## src/design/pps_pkg.sv

```systemverilog
// Package for the rotated-rectangle point picker.
// Holds sequencer states, the slot table word layout and the CORDIC constants.
// No dependencies.
`default_nettype none

package pps_pkg;

    localparam int TURN          = 92160;
    localparam int QUARTER       = 23040;
    localparam int CORDIC_X0     = 39797;
    localparam int CORDIC_STEPS  = 16;

    typedef enum logic [3:0] {
        ST_IDLE,
        ST_CORDIC,
        ST_WRITE,
        ST_TRD,
        ST_TSTART,
        ST_TWAIT,
        ST_TEVAL,
        ST_MOD,
        ST_RK,
        ST_RKLD,
        ST_RSW,
        ST_RDRAIN,
        ST_RCHK,
        ST_OUT
    } pps_state_t;

    typedef enum logic [1:0] {
        CS_IDLE,
        CS_PREP,
        CS_ITER,
        CS_DONE
    } pps_cordic_state_t;

    // One slot of the rectangle table.
    typedef struct packed {
        logic signed [23:0] cx;
        logic signed [23:0] cy;
        logic [15:0]        w;
        logic [15:0]        h;
        logic signed [17:0] c;
        logic signed [17:0] s;
        logic signed [15:0] layer;
    } pps_entry_t;

    // Result of one containment test.
    typedef struct packed {
        logic done;
        logic hit;
    } pps_hit_res_t;

    // Arctangent of 2^-i in units of 2^-16 degree.
    function automatic logic signed [24:0] atan_at(input logic [3:0] i);
        logic signed [24:0] v;
        unique case (i)
            4'd0:    v = 25'sd2949120;
            4'd1:    v = 25'sd1740967;
            4'd2:    v = 25'sd919879;
            4'd3:    v = 25'sd466945;
            4'd4:    v = 25'sd234379;
            4'd5:    v = 25'sd117304;
            4'd6:    v = 25'sd58666;
            4'd7:    v = 25'sd29335;
            4'd8:    v = 25'sd14668;
            4'd9:    v = 25'sd7334;
            4'd10:   v = 25'sd3667;
            4'd11:   v = 25'sd1833;
            4'd12:   v = 25'sd917;
            4'd13:   v = 25'sd458;
            4'd14:   v = 25'sd229;
            default: v = 25'sd115;
        endcase
        return v;
    endfunction

endpackage

`default_nettype wire

```

## src/design/pps_hit.sv

```systemverilog
// Containment test of one point against one rotated rectangle.
// Four products through one shared multiplier; depends on pps_pkg.
`default_nettype none

module pps_hit (
    input  wire logic                clk,
    input  wire logic                rst_n,
    input  wire logic                start,
    input  wire logic signed [23:0]  px,
    input  wire logic signed [23:0]  py,
    input  wire pps_pkg::pps_entry_t entry,
    output pps_pkg::pps_hit_res_t    res
);
    import pps_pkg::*;

    logic               busy_reg, busy_next;
    logic [2:0]         step_reg, step_next;
    logic signed [24:0] ox_reg, oy_reg;
    logic signed [17:0] c_reg, s_reg;
    logic [15:0]        w_reg, h_reg;
    logic signed [42:0] prod_reg, acc_reg;
    logic signed [43:0] lx_reg, ly_reg;
    logic signed [24:0] mul_a;
    logic signed [17:0] mul_b;
    logic signed [42:0] mul_p;
    logic [43:0]        abs_x, abs_y, lim_x, lim_y;

    always_ff @(posedge clk or negedge rst_n)
    begin
        if (!rst_n)
        begin
            busy_reg <= 1'b0;
            step_reg <= '0;
        end
        else
        begin
            busy_reg <= busy_next;
            step_reg <= step_next;
        end
    end

    always_comb
    begin
        busy_next = busy_reg;
        step_next = step_reg;
        if (!busy_reg)
        begin
            if (start)
            begin
                busy_next = 1'b1;
                step_next = '0;
            end
        end
        else if (step_reg == 3'd5)
        begin
            busy_next = 1'b0;
        end
        else
        begin
            step_next = step_reg + 3'd1;
        end
    end

    // Operand order: ox*c, oy*s, oy*c, ox*s.
    assign mul_a = (step_reg == 3'd0 || step_reg == 3'd3) ? ox_reg : oy_reg;
    assign mul_b = (step_reg == 3'd0 || step_reg == 3'd2) ? c_reg : s_reg;
    assign mul_p = mul_a * mul_b;

    always_ff @(posedge clk)
    begin
        if (!busy_reg && start)
        begin
            ox_reg <= 25'(px) - 25'(entry.cx);
            oy_reg <= 25'(py) - 25'(entry.cy);
            c_reg  <= entry.c;
            s_reg  <= entry.s;
            w_reg  <= entry.w;
            h_reg  <= entry.h;
        end
        if (busy_reg)
        begin
            prod_reg <= mul_p;
            unique case (step_reg)
                3'd1:    acc_reg <= prod_reg;
                3'd2:    lx_reg  <= 44'(acc_reg) + 44'(prod_reg);
                3'd3:    acc_reg <= prod_reg;
                3'd4:    ly_reg  <= 44'(acc_reg) - 44'(prod_reg);
                default: ;
            endcase
        end
    end

    assign abs_x = lx_reg[43] ? 44'(-lx_reg) : 44'(lx_reg);
    assign abs_y = ly_reg[43] ? 44'(-ly_reg) : 44'(ly_reg);
    // Twice the magnitude against size*65536 is the magnitude against size*32768.
    assign lim_x = {13'b0, w_reg, 15'b0};
    assign lim_y = {13'b0, h_reg, 15'b0};

    assign res.done = busy_reg && (step_reg == 3'd5);
    assign res.hit  = (w_reg != '0) && (h_reg != '0) && (abs_x <= lim_x) && (abs_y <= lim_y);

endmodule

`default_nettype wire

```

## config.mk

```make
export PLATFORM = sky130hd
export DESIGN_NAME = pps_hit
export DESIGN_NICKNAME = d
export VERILOG_FILES = /design/src/design/pps_pkg.sv /design/src/design/pps_hit.sv
export SDC_FILE = /design/constraint.sdc
export NUM_CORES = 2
export LEC_CHECK = 0
export BUFFER_PORTS_ARGS = -buffer_cell sky130_fd_sc_hd__buf_4
export CORE_AREA = 4 4 251 376
export DETAILED_ROUTE_END_ITERATION = 10
export DIE_AREA = 0 0 255 380
export PLACE_DENSITY_LB_ADDON = 0.15
export SYNTH_ARGS = -nofsm -noshare
export SYNTH_HDL_FRONTEND = slang
export SYNTH_SLANG_ARGS = --single-unit
```

## constraint.sdc

```tcl
create_clock -name clk -period 13.01 [get_ports clk]
set_clock_uncertainty 0.15 [all_clocks]
set_input_delay 1.9515 -clock clk [delete_from_list [all_inputs] [get_ports clk]]
set_output_delay 1.9515 -clock clk [all_outputs]
set_load 0.1 [all_outputs]
```

==> results.sh <==
export IMPL_criticalPathCategory="register to register"
export IMPL_die_w_um=255
export IMPL_rows=136
export IMPL_setup_violations=0
export IMPL_cts_tree="yes"
export IMPL_antenna_found_initial=0
export IMPL_ys_top_cells_by_area="fa_1 (26%), edfxtp_1 (26%), ha_1 (10%), inv_1 (7.9%), xnor2_1 (4.1%)"
export IMPL_drt_initial_drc_count=937
export IMPL_hp_class="register to register"
export IMPL_grt_pass1_wl_um=140000
export IMPL_areaGrowthSynthToFinish_pct=11.2
export IMPL_crit_start="step_reg[0]"
export IMPL_synth_area_um2=34300
export IMPL_netlist_instances=3550
export IMPL_gp_congestion=0.895
export IMPL_via_count=24200
export IMPL_start_util_pct=37.6
export IMPL_clk_pin_slew_worst_paths_ps=60
export IMPL_synth_edf_count=292
export IMPL_hold_depth=0
export IMPL_grt_overflow_total=0
export IMPL_max_freq_mhz=104
export IMPL_grt_pass1_vias=26300
export IMPL_num_nets_final=4586
export IMPL_drv_slew=0
export IMPL_ys_seq_elements=296
export IMPL_routed_wl_um=86700
export IMPL_fin_crit_ps=9610
export IMPL_cap_violations=0
export IMPL_boundaryPins=185
export IMPL_ff2ff_path_depth=26
export IMPL_hold_buffers=0
export IMPL_cp_required_ps=13300
export IMPL_diodes=0
export IMPL_cts_buffer_depth=3
export IMPL_arrival_ps=9900
export IMPL_cts_root_buf="clkbuf_16"
export IMPL_postCtsSetupRepairBufs=0
export IMPL_grtUsageTotal_pct=18.2
export IMPL_end_kind="register"
export IMPL_ys_warn_count=0
export IMPL_synth_nets=4456
export IMPL_route_detailed_drc=0
export IMPL_rsz0062_at_grt="no"
export IMPL_tns_ps=0
export IMPL_drt_first_pass_iters=5
export IMPL_design_area_um2=38200
export IMPL_drive_gt1_share_pct=9.09
export IMPL_fin_crit_sh_pct=73.9
export IMPL_die_h_um=380
export IMPL_fill_cells=8989
export IMPL_clkLatencyLatePin_ps=570
export IMPL_hold_viol=0
export IMPL_r2r_start="step_reg[0]"
export IMPL_crit_fanout=49
export IMPL_ys_seq_area_share_pct=25.8
export IMPL_grt_max_degree=69
export IMPL_tightest_slew_ps=1140
export IMPL_final_antenna_net_count=0
export IMPL_slew_headroom_pct=21.7
export IMPL_avgSynthCellArea_um2=9.66
export IMPL_h_tree_depth=2
export IMPL_cts_num_sinks=296
export IMPL_dpl_cell_area_um2=36900
export IMPL_yosysTopAreaCell="fa_1"
export IMPL_synth_top_area_share_pct=26.0
export IMPL_ys_async_sr_fraction_pct=1.35
export IMPL_vias_per_cell=4.95
export IMPL_synth_cell_types=78
export IMPL_cts_resized=0
export IMPL_ys_flop_type="edfxtp_1"
export IMPL_fin_hold_ws_ps=321
export IMPL_startpoint_type="register"
export IMPL_status="finished clean"
export IMPL_core_area_um2=91200
export IMPL_holdCritStartpoint="prod_reg[35]"
export IMPL_io_buffers=168
export IMPL_place_hpwl_um=71800
export IMPL_avgRoutedWirePerCell_um=17.8
export IMPL_numCtsBuffers=35
export IMPL_dieArea_um2=96900
## placed cells by master (no fill, tap or decap), drive strengths merged, types with 45 or more instances in the layout
cell type,n
edfxtp,292
nor2,335
o21ai,96
a21oi,160
mux2i,45
buf,193
nand2,345
ha,278
fa,445
a21o,71
xnor2,160
inv,725
## cell families (layout without fill, tap and decap cells)
family / after synthesis / after routing / synth area share [%]
AO/OA/AOI/OAI: 499 / 499 / 9.31
XOR/XNOR: 197 / 197 / 5.03
adder cells (fa/ha/maj): 723 / 723 / 36.1
buffers and inverters: 821 / 977 / 9.00
flip-flops: 296 / 296 / 25.8
multiplexers: 87 / 87 / 2.69
AND/OR/NAND/NOR: 927 / 927 / 12.0
## cell type report
class	count	area, um^2	area share [%]
multi-input cells	2433	22400	58.8
flip-flops and latches	296	8870	23.2
inverters	721	2710	7.09
well taps	1173	1470	3.85
repair buffers	193	1450	3.80
clock buffers	41	920	2.41
clock inverters	22	323	0.846
## final timing paths
kind / end / slack (ps)
min in group asynchronous: busy_reg / 1010
hold / removal: acc_reg[35] / 320
max in group asynchronous: busy_reg / 11580
setup reg to reg: prod_reg[41] / 3400
hold reg to reg: acc_reg[35] / 320
setup / recovery: prod_reg[41] / 3400
## routing by layer
metal	part of all wire, %	GRT usage [%]
met1	39	20.9
met2	52	34.2
met3	4.1	2.42
met4	4.3	6.82
met5	0	0
## worst max-delay path: stages (launching register included)
cell      delay, ps
dfrtp_1         400
ha_1            210
ha_1            220
a21oi_4         130
buf_4           580
mux2i_1        1010
nor2_1          140
fa_1            530
inv_1            50
fa_1            530
inv_1            50
ha_1            170
inv_1            70
fa_1            440
fa_1            520
fa_1            500
inv_1            40
ha_1            350
a2111o_1        380
o21ai_0         540
or4_1           260
a21oi_1         130
o221a_2         290
o41ai_1         840
o31ai_1         320
nor4b_1         360
a211o_1         150
## cell usage after synthesis (all sizes together) (7+ instances only)
cell type and n:
and3 14, mux2 42, fa 445, and2 10, o21a 18, or4 12
or2 13, a21o 71, nand2b 29, mux2i 45, a211oi 12, nor2b 25
nor2 335, nor3 41, or3 18, xor2 37, nand3 29, o31ai 17
o41ai 7, nand4 19, inv 721, xnor2 160, o211ai 7, a21oi 160
o21ai 96, edfxtp 292, clkbuf 94, nor4 24, ha 278, a31oi 20
o31a 7, nand2 345, o21bai 26
## through the flow
| step | std cells | util [%] | setup WS [ps] |
|---|---|---|---|
| floorplan | 3550 | - | 4690 |
| global placement | 4816 | 40.5 | 3460 |
| detailed placement | 4816 | 40.5 | 3410 |
| CTS | 4879 | 41.8 | 3370 |
| global route | 4879 | 41.8 | 3040 |
| finish | 4879 | 41.8 | 3400 |
Power is not shown: default switching activity piles up to over one toggle a cycle in this logic, so the estimate is an artifact.
