<file path="src/design/pps_pkg.sv">
// Package for the rotated-rectangle point picker.
// Holds sequencer states, the slot table word layout and the CORDIC constants.
// No dependencies.
`default_nettype none

package pps_pkg;

    localparam int TURN          = 92160;
    localparam int QUARTER       = 23040;
    localparam int CORDIC_X0     = 39797;
    localparam int CORDIC_STEPS  = 16;

    typedef enum logic [3:0] {
        ST_IDLE,
        ST_CORDIC,
        ST_WRITE,
        ST_TRD,
        ST_TSTART,
        ST_TWAIT,
        ST_TEVAL,
        ST_MOD,
        ST_RK,
        ST_RKLD,
        ST_RSW,
        ST_RDRAIN,
        ST_RCHK,
        ST_OUT
    } pps_state_t;

    typedef enum logic [1:0] {
        CS_IDLE,
        CS_PREP,
        CS_ITER,
        CS_DONE
    } pps_cordic_state_t;

    // One slot of the rectangle table.
    typedef struct packed {
        logic signed [23:0] cx;
        logic signed [23:0] cy;
        logic [15:0]        w;
        logic [15:0]        h;
        logic signed [17:0] c;
        logic signed [17:0] s;
        logic signed [15:0] layer;
    } pps_entry_t;

    // Result of one containment test.
    typedef struct packed {
        logic done;
        logic hit;
    } pps_hit_res_t;

    // Arctangent of 2^-i in units of 2^-16 degree.
    function automatic logic signed [24:0] atan_at(input logic [3:0] i);
        logic signed [24:0] v;
        unique case (i)
            4'd0:    v = 25'sd2949120;
            4'd1:    v = 25'sd1740967;
            4'd2:    v = 25'sd919879;
            4'd3:    v = 25'sd466945;
            4'd4:    v = 25'sd234379;
            4'd5:    v = 25'sd117304;
            4'd6:    v = 25'sd58666;
            4'd7:    v = 25'sd29335;
            4'd8:    v = 25'sd14668;
            4'd9:    v = 25'sd7334;
            4'd10:   v = 25'sd3667;
            4'd11:   v = 25'sd1833;
            4'd12:   v = 25'sd917;
            4'd13:   v = 25'sd458;
            4'd14:   v = 25'sd229;
            default: v = 25'sd115;
        endcase
        return v;
    endfunction

endpackage

`default_nettype wire

</file>
<file path="src/design/pps_cordic.sv">
// Iterative CORDIC: turns an angle in 1/256 degree into Q1.16 cosine and sine.
// One shift-add step per cycle; depends on pps_pkg.
`default_nettype none

module pps_cordic (
    input  wire logic               clk,
    input  wire logic               rst_n,
    input  wire logic               start,
    input  wire logic [16:0]        angle,
    output logic                    done,
    output logic signed [17:0]      cos_val,
    output logic signed [17:0]      sin_val
);
    import pps_pkg::*;

    pps_cordic_state_t  state_reg, state_next;
    logic [16:0]        a_reg, a_next;
    logic [1:0]         q_reg, q_next;
    logic signed [19:0] x_reg, x_next;
    logic signed [19:0] y_reg, y_next;
    logic signed [24:0] z_reg, z_next;
    logic [3:0]         i_reg, i_next;
    logic signed [19:0] dx, dy;
    logic [16:0]        r;

    always_ff @(posedge clk or negedge rst_n)
    begin
        if (!rst_n)
        begin
            state_reg <= CS_IDLE;
        end
        else
        begin
            state_reg <= state_next;
        end
    end

    always_ff @(posedge clk)
    begin
        a_reg <= a_next;
        q_reg <= q_next;
        x_reg <= x_next;
        y_reg <= y_next;
        z_reg <= z_next;
        i_reg <= i_next;
    end

    assign dx = y_reg >>> i_reg;
    assign dy = x_reg >>> i_reg;

    always_comb
    begin
        state_next = state_reg;
        a_next     = a_reg;
        q_next     = q_reg;
        x_next     = x_reg;
        y_next     = y_reg;
        z_next     = z_reg;
        i_next     = i_reg;
        r          = a_reg;
        done       = 1'b0;
        unique case (state_reg)
            CS_IDLE:
            begin
                if (start)
                begin
                    a_next     = (angle >= 17'(TURN)) ? angle - 17'(TURN) : angle;
                    state_next = CS_PREP;
                end
            end
            CS_PREP:
            begin
                // Split the reduced angle into quadrant and remainder.
                if (a_reg >= 17'(3 * QUARTER))
                begin
                    q_next = 2'd3;
                    r      = a_reg - 17'(3 * QUARTER);
                end
                else if (a_reg >= 17'(2 * QUARTER))
                begin
                    q_next = 2'd2;
                    r      = a_reg - 17'(2 * QUARTER);
                end
                else if (a_reg >= 17'(QUARTER))
                begin
                    q_next = 2'd1;
                    r      = a_reg - 17'(QUARTER);
                end
                else
                begin
                    q_next = 2'd0;
                    r      = a_reg;
                end
                z_next     = $signed({r, 8'b0});
                x_next     = 20'sd39797;
                y_next     = '0;
                i_next     = '0;
                state_next = CS_ITER;
            end
            CS_ITER:
            begin
                if (!z_reg[24])
                begin
                    x_next = x_reg - dx;
                    y_next = y_reg + dy;
                    z_next = z_reg - atan_at(i_reg);
                end
                else
                begin
                    x_next = x_reg + dx;
                    y_next = y_reg - dy;
                    z_next = z_reg + atan_at(i_reg);
                end
                i_next = i_reg + 4'd1;
                if (i_reg == 4'(CORDIC_STEPS - 1))
                begin
                    state_next = CS_DONE;
                end
            end
            CS_DONE:
            begin
                done       = 1'b1;
                state_next = CS_IDLE;
            end
            default:
            begin
                state_next = CS_IDLE;
            end
        endcase
    end

    // Quadrant fold of the first-quadrant vector.
    always_comb
    begin
        unique case (q_reg)
            2'd0:
            begin
                cos_val = 18'(x_reg);
                sin_val = 18'(y_reg);
            end
            2'd1:
            begin
                cos_val = 18'(-y_reg);
                sin_val = 18'(x_reg);
            end
            2'd2:
            begin
                cos_val = 18'(-x_reg);
                sin_val = 18'(-y_reg);
            end
            default:
            begin
                cos_val = 18'(y_reg);
                sin_val = 18'(-x_reg);
            end
        endcase
    end

endmodule

`default_nettype wire

</file>
<file path="config.mk">
export PLATFORM = sky130hd
export DESIGN_NAME = pps_cordic
export DESIGN_NICKNAME = d
export VERILOG_FILES = /design/src/design/pps_pkg.sv /design/src/design/pps_cordic.sv
export SDC_FILE = /design/constraint.sdc
export NUM_CORES = 1
export LEC_CHECK = 0
export BUFFER_PORTS_ARGS = -buffer_cell sky130_fd_sc_hd__buf_2
export CORE_ASPECT_RATIO = 1.2
export CORE_MARGIN = 2
export CORE_UTILIZATION = 23
export DETAILED_ROUTE_END_ITERATION = 12
export PLACE_DENSITY_LB_ADDON = 0.1
export SYNTH_ARGS = -nofsm -noshare
export SYNTH_HDL_FRONTEND = slang
export SYNTH_SLANG_ARGS = --single-unit
</file>
<file path="constraint.sdc">
create_clock -name clk -period 7.53 [get_ports clk]
set_clock_uncertainty 0.2 [all_clocks]
set_input_delay 1.506 -clock clk [delete_from_list [all_inputs] [get_ports clk]]
set_output_delay 1.506 -clock clk [all_outputs]
set_load 0.1 [all_outputs]
</file>
==> impl_results.md, run 1 <==
- Critical R2R Launch: i_reg[1]
- Crit end category: flip-flop
- Vias in the first global route: 10.7k
- Io pins: 57
- Setup TNS: 0 ns
- Slew margin rel.: between 20% and 30%
- Layout cells sized above 1: 11.6%
- WL per Instance: 18.7 µm
- Min Tclk post-route: 6.04 ns
- Mapped Cells: 1483
- Crit Path Category: flip-flop to flip-flop
- Seq/Total Area, Yosys: approximately 25%
- FF+latch count, synth: 112
- Post-Syn Nets: 1595
- Worst setup SP type: flip-flop
- # setup viols final: 0
- DR vias/cell: 5.01
- Ant diodes: 0
- Clk pin slew, worst setup/hold paths: roughly 0.1 ns
- Cts hold-fix bufs: 0
- Worst min-delay path class: flip-flop to flip-flop
- Largest net degree at the start of global routing: 61
- R2R Setup Slk: roughly 1.5 ns
- Final worst-path cycle share: 80.2%
- Path depth of the worst reg2reg path: 17
- Clk_lat worst skew: roughly 0.40 ns
- RSZ-0062 raised after global routing: no
- Starting density of the core: 23.3%
- Hpwl dp: 30.6 mm
- First-pass GRT wire length: roughly 63 mm
- Core ar.: 0.0539 mm²
- Fmax achieved: 166 MHz
- Yosys cell types: approximately 80
- Die area: 0.0566 mm²
- Critical path endpoint: y_reg[18]
- Root buf cell: clkbuf_16
- GRT overflow: 0
- Most common cell after layout, fill and taps aside: nor2_1
- Final worst slack: 1.49 ns
- Stages on the worst setup path: 17
- Initial drt markers: 609
- Mapped cell area: about 0.013 mm²
- Async SR Flop Fraction: 1.79%
- Antenna viol nets, final: 0
- Crit path largest cell delay: 0.68 ns
- H-tree Lvls: 3
- Max_cap viols: 0
- Slew @ Worst Pin: about 1.1 ns
- Layout Utilization: 25.5%
- Status: finished, final reports clean
- DR vias: 10.9k
- Synth warn: 0
- DIE HEIGHT: 260 µm
- Setup Buffers After CTS: 0
- Layout area overhead: 9.42%
- # DRC: 0
- Critical-path top delay cell: edfxtp_1
- Antenna violations before repair: 0
- Net count, final: 1578
- Fin. max-slew vios: 0
- Buf+Inv Stages, Crit Path: 1
- CP max FO: 47
- Final Hold Viols: 0
- DRT Pass-1 Iters: 5
- Crit path cell chain: buf_4 -> mux4_2 -> a222oi_1 -> nor3b_2 -> nor2b_1 -> a41oi_1 -> xnor2_1 -> ha_1 -> a21o_1 -> nand2_1 -> o31ai_1 -> o41ai_1 -> o21ai_1 -> nor4_1 -> nor3_1 -> or3_1 -> and3_1
- Post-CTS Resized: 0
- Reg2reg end: y_reg[18]
- Register area: 0.00313 mm²
- Multi-input logic area: 0.00886 mm²
- Final WL: 40.8 mm
- Most frequent cells in the layout: nor2_1, a21oi_1, nand2_1
- Required time worst endpoint: 7.49 ns
- Site Rows: 93
- TritonCTS buffer count: 9
- Fillers: 5804
- GPL Wtd Cong: 0.799
- Critical Path AT: 6.00 ns
- EDFF count, synth: 88
- Prevailing post-synth register cell: edfxtp_1
- Place WS: 1.53 ns
- Syn Area/Cell: 8.48 µm²
- CTS tree: done
- CTS sink cnt: about 110
- # port buffers: 56
- Total GRT Usage: 14.5%
- CTS Buffer Depth: 2
- Top delay family on crit path: compound AO/OA/AOI/OAI gates
- Die Width: 217 µm
- Crit. Startpoint: i_reg[1]
## per-layer routing
layer  wire length (µm)  track usage [%]
met1              18000             18.0
met2              20400             25.8
met3               1320             1.56
met4                961             5.18
met5                  0                0
## stage by stage
| stage | hold slack [ns] | instances | area, µm² |
|---|---|---|---|
| 2_1_floorplan | 0.325 | 1483 | 12600 |
| 3_3_place_gp | 0.376 | 2167 | 13500 |
| 3_5_place_dp | 0.374 | 2167 | 13500 |
| 4_1_cts | 0.397 | 2183 | 13800 |
| 5_1_grt | 0.416 | 2183 | 13800 |
| 6_report | 0.387 | 2183 | 13800 |
## cell usage after synthesis, types with 10 or more instances
library cell | number | area (µm²)
nor4_1 | 11 | 68.8
nand2b_1 | 25 | 156
inv_1 | 44 | 165
o21a_1 | 12 | 90.1
o31ai_1 | 12 | 90.1
clkbuf_1 | 72 | 270
or3_1 | 18 | 113
a211oi_1 | 14 | 105
and3_1 | 11 | 68.8
nor3_1 | 42 | 210
mux4_2 | 40 | 901
nor2b_1 | 18 | 113
nor2_1 | 156 | 586
ha_1 | 89 | 1110
mux2i_1 | 24 | 240
xor2_1 | 62 | 543
buf_1 | 12 | 45.0
o21ai_1 | 13 | 65.1
nand2_1 | 106 | 398
dfxtp_1 | 22 | 440
a221oi_1 | 11 | 96.3
and2_1 | 40 | 250
a31oi_1 | 18 | 113
buf_2 | 16 | 80.1
nand3_1 | 29 | 145
mux2_2 | 25 | 282
a21o_1 | 26 | 195
o22ai_1 | 10 | 62.6
o21ai_0 | 81 | 405
a21oi_1 | 125 | 626
edfxtp_1 | 88 | 2640
xnor2_1 | 85 | 744
## kinds of logic after synthesis
family | Yosys count | share of synthesized area [%]
mux | 92 | 11.6
simple gates | 496 | 19.4
compound gates | 396 | 19.7
fa+ha+maj | 92 | 9.33
flops | 112 | 24.9
buf+inv | 148 | 4.76
xor+xnor | 147 | 10.2
## worst min path at each step
stage	from	endpoint	slack [ns]	cells after the start
2_1_floorplan	a_reg[2]	z_reg[10]	0.32	2
3_3_place_gp	a_reg[7]	z_reg[15]	0.38	2
3_5_place_dp	state_reg[0]	state_reg[0]	0.37	1
4_1_cts	state_reg[0]	state_reg[0]	0.40	1
5_1_grt	a_reg[8]	z_reg[16]	0.42	1
6_report	state_reg[0]	state_reg[0]	0.39	1
## area by class of cell
cell class	instances	area share, %
Inverter	45	1.23
Tap cell	712	6.47
Timing Repair Buffer	75	3.07
Multi-Input combinational cell	1223	64.4
Clock buffer	9	1.64
Clock inverter	7	0.436
Sequential cell	112	22.8
Power of run 1 is not shown: default switching activity piles up to over one toggle a cycle in this logic, so the estimate is an artifact.
==> run 2, diff against run 1 <==
clock period = 5 ns   (was 7.53 ns; I/O delays follow)
==> run 2 against run 1 <==
- the flow now finishes with violations (setup timing)
- via count grew 7.0%
- hold slack lost 0.22 ns
- utilization grew 4.0 points
- worst setup slack lost 1.6 ns
- non-clock buffer count grew 196
- register-to-register slack lost 1.6 ns
- die area is the same
- flip-flop and latch count is the same
- count of clock-buffer cells in the layout is the same
- critical path depth grew 3
- sequential share of layout area shrank 3.1 points
- critical path type unchanged
==> impl_results.md, run 2 (same netlist as run 1, synthesis figures left out) <==
- Net count, final: 1774 (+12%)
- Multi-input logic area: 0.00928 mm² (+4.8%)
- Slew @ Worst Pin: 0.905 ns (-0.160 ns)
- CTS tree: done
- Initial drt markers: 644 (+5.7%)
- Crit Path Category: flip-flop to flip-flop
- Max_cap viols: 0 (unchanged)
- Most common cell after layout, fill and taps aside: buf_4
- Root buf cell: clkbuf_16
- Crit path largest cell delay: 0.52 ns (-0.16 ns)
- Critical Path AT: 5.04 ns (-0.96 ns)
- DR vias/cell: 4.92 (-1.8%)
- Clk pin slew, worst setup/hold paths: 0.09 ns (about the same)
- Die Width: 217 µm (unchanged)
- Status: finished, violations left
- Layout cells sized above 1: 26.3% (+15 points)
- Io pins: 57 (unchanged)
- Ant diodes: 0 (unchanged)
- # DRC: 0 (unchanged)
- Crit end category: flip-flop
- Failing checks: setup timing
- Slew margin rel.: 39.6% (+11 points)
- Largest net degree at the start of global routing: 71 (+16%)
- DP Area: 0.0150 mm² (+12%)
- Clk_lat worst skew: 0.40 ns (about the same)
- Worst min-delay path class: primary input to asynchronous set/reset pin
- Crit path cell chain: buf_12 -> mux2_4 -> mux4_2 -> a222oi_1 -> buf_4 -> nor3b_4 -> nor2b_4 -> a41oi_2 -> xnor2_1 -> ha_1 -> a21o_1 -> nand2_2 -> nand2b_1 -> a221oi_2 -> a21oi_2 -> a41o_1 -> o41ai_2 -> buf_4 -> xnor2_1 -> and2_1
- TritonCTS buffer count: 9 (unchanged)
- Final worst-path cycle share: 101% (+21 points)
- RSZ-0062 raised after global routing: yes
- GPL Wtd Cong: 0.817 (+2.3%)
- Total GRT Usage: 16.1% (+1.6 points)
- Layout area overhead: 26.4%
- Post-Layout Inst Area: 0.0159 mm² (+15%)
- DRT Pass-1 Iters: 5 (unchanged)
- Most frequent cells in the layout: buf_4, nor2_1, a21oi_1
- Fillers: 5774 (-0.52%)
- WL per Instance: 18.9 µm (+1.5%)
- Final Hold Viols: 0 (unchanged)
- Setup TNS: -0.0703 ns (-0.0703 ns)
- Layout Utilization: 29.5% (+4.0 points)
- Min Tclk post-route: 5.07 ns (-0.965 ns)
- Core ar.: 0.0539 mm² (unchanged)
- Register area: 0.00313 mm² (unchanged)
- Hpwl dp: 35.6 mm (+16%)
- Vias in the first global route: 11.9k (+12%)
- CTS Buffer Depth: 2 (unchanged)
- Antenna violations before repair: 0 (unchanged)
- DIE HEIGHT: 260 µm (unchanged)
- Final WL: 45.1 mm (+11%)
- Final worst slack: -0.0703 ns (-1.56 ns)
- GRT overflow: 0 (unchanged)
- Die area: 0.0566 mm² (unchanged)
- Starting density of the core: 23.3% (unchanged)
- Fin. max-slew vios: 0 (unchanged)
- Fmax achieved: 197 MHz (+19%)
- Worst setup SP type: flip-flop
- CP max FO: 7 (-85%)
- H-tree Lvls: 3 (unchanged)
- Required time worst endpoint: 4.97 ns (-2.52 ns)
- First-pass GRT wire length: 70.1 mm (+11%)
- CTS sink cnt: 112 (unchanged)
- DR vias: 11.7k (+7.0%)
- Antenna viol nets, final: 0 (unchanged)
- # port buffers: 56 (unchanged)
- Site Rows: 93 (unchanged)
- # setup viols final: 1 (+1)
- Critical-path top delay cell: mux4_2
[run 2: cell types whose count changed in the layout (fill, tap and decap cells not counted), moves of 10 or more]
cell / delta
a21oi_1: -17
a21oi_2: +14
buf_12: +12
buf_2: -13
buf_4: +184
buf_6: +10
o21ai_0: -10
[run 2: worst paths after layout]
path                                from            to  slack, ns  cells after the start
worst max-delay path            i_reg[3]     y_reg[19]      -0.07                     20
worst min-delay path               rst_n  state_reg[1]       0.17                      1
worst max register to register  i_reg[3]     y_reg[19]      -0.07                     20
worst min register to register  a_reg[6]     z_reg[14]       0.40                      1
max in group asynchronous          rst_n  state_reg[0]       4.34                      1
min in group clk                a_reg[6]     z_reg[14]       0.40                      1
[run 2: critical path: cells and delay by family (launching register included)]
kind	cells	cell delay [ns]
XOR/XNOR	2	0.27
buffers and inverters	3	0.52
flip-flops	1	0.43
multiplexers	2	0.82
AND/OR/NAND/NOR	5	0.72
adder cells (fa/ha/maj)	1	0.28
AO/OA/AOI/OAI	7	1.58
[run 2: cell type report]
type                       count  area share [%]
clock buffer                   9            1.42
clock inverter                 7           0.441
inverter                      45            1.06
multi-input combinational   1223            58.4
sequential                   112            19.7
tap                          712            5.61
timing repair buffer         271            13.4
[run 2: routing by layer]
metal | GRT usage, % | up-vias | share of wire [%]
met5 | 0 | - | 0
met4 | 5.02 | 0 | 2.0
met1 | 19.0 | 5673 | 43
met3 | 1.45 | 42 | 2.3
li1 | - | 5810 | -
met2 | 30.5 | 191 | 53
[run 2: what timing repair did]
action | CTS | global route
endpoints found under the setup margin | 21 | 25
gates resized for setup | 40 | 58
endpoints found under the hold margin | 0 | 0
hold buffers | 0 | 0
pin swaps | 13 | 15
buffers inserted | 9 | 9
[run 2: stage by stage]
stage / worst slack, ns / cells / hold slack, ns
floorplan: 0.00330 / 1483 / 0.325
global route: -0.291 / 2379 / 0.147
CTS: -0.106 / 2370 / 0.132
finish: -0.0703 / 2379 / 0.167
detailed placement: -0.332 / 2345 / 0.380
global placement: -0.272 / 2345 / 0.370
Power of run 2 is left out for the same reason.
==> run 3, diff against run 2 <==
clock period = 4.7 ns   (was 5 ns; I/O delays follow)
==> run 3 against run 2 <==
- the flow still finishes with violations (setup timing)
- design area rose by 6.1%
- utilization is 1.8 points higher
- non-clock buffer count rose by 80
- hold slack worse by 0.069 ns
- die area stayed put
- flip-flop and latch count is the same
- sequential share of layout area decreased by 1.1 points
- critical path depth is the same
- wire length increased by 2.5%
- count of clock-buffer cells in the layout unchanged
- critical endpoint unchanged
==> impl_results.md, run 3 (same netlist as run 1, synthesis figures left out) <==
- WL per Instance: 18.8 µm (-0.83%)
- Register area: 0.00313 mm² (unchanged)
- Final worst slack: -0.250 ns (-0.179 ns)
- Required time worst endpoint: 4.68 ns (-0.29 ns)
- Slew margin rel.: 29.0% (-11 points)
- Layout Cells excl Fill: 2459 (+3.4%)
- CTS tree: done
- Site Rows: 93 (unchanged)
- Layout cells sized above 1: 32.0% (+5.7 points)
- # DRC: 0 (unchanged)
- DRT Pass-1 Iters: 5 (unchanged)
- Critical-path top delay cell: mux4_2
- GR Layer Usage met2: 31.7% (+1.1 points)
- Initial drt markers: 750 (+16%)
- Final WL: 46.2 mm (+2.5%)
- Final worst-path cycle share: 105% (+3.9 points)
- CTS sink cnt: 112 (unchanged)
- Grt met3 use: 1.24% (-0.21 points)
- DR vias: 12.0k (+2.8%)
- Grt met1 use: 19.5% (+0.49 points)
- Crit path cell chain: buf_12 -> mux2_1 -> mux4_2 -> a21oi_2 -> ha_2 -> inv_1 -> nor3b_2 -> buf_4 -> a21oi_1 -> xnor2_1 -> ha_1 -> a211o_1 -> nor2_2 -> a211oi_2 -> a221oi_2 -> a21oi_2 -> a41o_1 -> o41ai_2 -> xnor2_1 -> and2_1
- Max_cap viols: 0 (unchanged)
- DR vias/cell: 4.90 (-0.58%)
- Buf+Inv Stages, Crit Path: 3 (unchanged)
- Worst min-delay path class: primary input to asynchronous set/reset pin
- Layout area overhead: 34.1%
- Min Tclk post-route: 4.95 ns (-0.121 ns)
- Antenna viol nets, final: 0 (unchanged)
- Clk_lat worst skew: 0.41 ns (about the same)
- CTS Buffer Depth: 2 (unchanged)
- # setup viols final: 9 (+8)
- Worst setup SP type: flip-flop
- Slew @ Worst Pin: 1.05 ns (+0.148 ns)
- Clk pin slew, worst setup/hold paths: 0.10 ns (about the same)
- Die area: 0.0566 mm² (unchanged)
- Stages on the worst setup path: 20 (unchanged)
- Top delay family on crit path: compound AO/OA/AOI/OAI gates
- First-pass GRT wire length: 71.6 mm (+2.2%)
- GPL Wtd Cong: 0.835 (+2.2%)
- Final Hold Viols: 0 (unchanged)
- Reg2reg end: y_reg[19]
- RSZ-0062 raised after global routing: yes
- Crit end category: flip-flop
- Fillers: 5708 (-1.1%)
- Most common cell after layout, fill and taps aside: buf_4
- # port buffers: 56 (unchanged)
- Fmax achieved: 202 MHz (+2.4%)
- Crit path largest cell delay: 0.50 ns (-0.02 ns)
- Crit Path Category: flip-flop to flip-flop
- Most frequent cells in the layout: buf_4, nor2_1, a21oi_1, nand2_1, edfxtp_1
- Io pins: 57 (unchanged)
- Largest net degree at the start of global routing: 71 (unchanged)
- DIE HEIGHT: 260 µm (unchanged)
- Cts hold-fix bufs: 0 (unchanged)
- Fin. max-slew vios: 0 (unchanged)
- Multi-input logic area: 0.00952 mm² (+2.6%)
- Busiest grt layer: met2
- Starting density of the core: 23.3% (unchanged)
- Status: finished, violations left
- R2R Setup Slk: -0.25 ns (-0.18 ns)
- Placed cell count: 2420 (+3.2%)
- Vias in the first global route: 12.2k (+2.6%)
- Antenna violations before repair: 2 (+2)
- Path depth of the worst reg2reg path: 20 (unchanged)
- Hpwl dp: 36.7 mm (+3.2%)
- Failing checks: setup timing
- Root buf cell: clkbuf_16
- Total GRT Usage: 16.5% (+0.37 points)
- H-tree Lvls: 3 (unchanged)
- CP max FO: 10 (+3)
- GRT overflow: 0 (unchanged)
- TritonCTS buffer count: 9 (unchanged)
- Critical R2R Launch: i_reg[3]
- Net count, final: 1854 (+4.5%)
- Layout Utilization: 31.3% (+1.8 points)
- Die Width: 217 µm (unchanged)
- Ant diodes: 0 (unchanged)
- Critical Path AT: 4.93 ns (-0.11 ns)
- Core ar.: 0.0539 mm² (unchanged)
[run 3: what timing repair did]
action / in CTS / in global routing
setup endpoints to repair: 28 / 35
pin swaps: 16 / 15
resized for setup: 59 / 51
setup buffers: 17 / 7
[run 3: worst register-to-register path, cell delays in order (launching register included)]
cell and delay [ns]:
edfxtp_1 0.44, buf_12 0.18, mux2_1 0.33, mux4_2 0.50, a21oi_2 0.18, ha_2 0.19, inv_1 0.05, nor3b_2 0.16
buf_4 0.15, a21oi_1 0.07, xnor2_1 0.15, ha_1 0.31, a211o_1 0.36, nor2_2 0.11, a211oi_2 0.10, a221oi_2 0.36
a21oi_2 0.12, a41o_1 0.28, o41ai_2 0.24, xnor2_1 0.09, and2_1 0.15
[run 3: worst max-delay path by stage]
stage | startpoint | slack, ns | to
after floorplan | i_reg[3] | -0.26 | y_reg[18]
after global placement | i_reg[3] | -0.36 | x_reg[19]
after detailed placement | i_reg[3] | -0.39 | x_reg[19]
after CTS | i_reg[3] | -0.30 | y_reg[19]
after global routing | i_reg[3] | -0.51 | y_reg[19]
final | i_reg[3] | -0.25 | y_reg[19]
[run 3: per-stage QoR]
step	setup WS (ns)	TNS [ns]	hold WS [ns]	area, µm²
final	-0.250	-1.30	0.0975	16900
after global routing	-0.508	-3.88	0.0856	16900
after CTS	-0.296	-1.54	0.0752	16600
after detailed placement	-0.391	-2.57	0.373	15900
after global placement	-0.362	-2.23	0.376	15900
after floorplan	-0.261	-0.511	0.325	12800
[run 3: cell type report]
| class | count | share of cell area, % |
|---|---|---|
| multi-input combinational | 1223 | 56.5 |
| sequential | 112 | 18.6 |
| timing repair buffer | 351 | 16.7 |
| tap | 712 | 5.28 |
| clock buffer | 9 | 1.34 |
| inverter | 45 | 1.00 |
| clock inverter | 7 | 0.631 |
[run 3: routing by layer]
| metal | up-vias | share of wire (%) |
|---|---|---|
| met2 | 166 | 54 |
| li1 | 5961 | - |
| met1 | 5884 | 43 |
| met3 | 29 | 1.9 |
| met5 | - | 0 |
| met4 | 0 | 1.6 |
Power of run 3 is left out for the same reason.
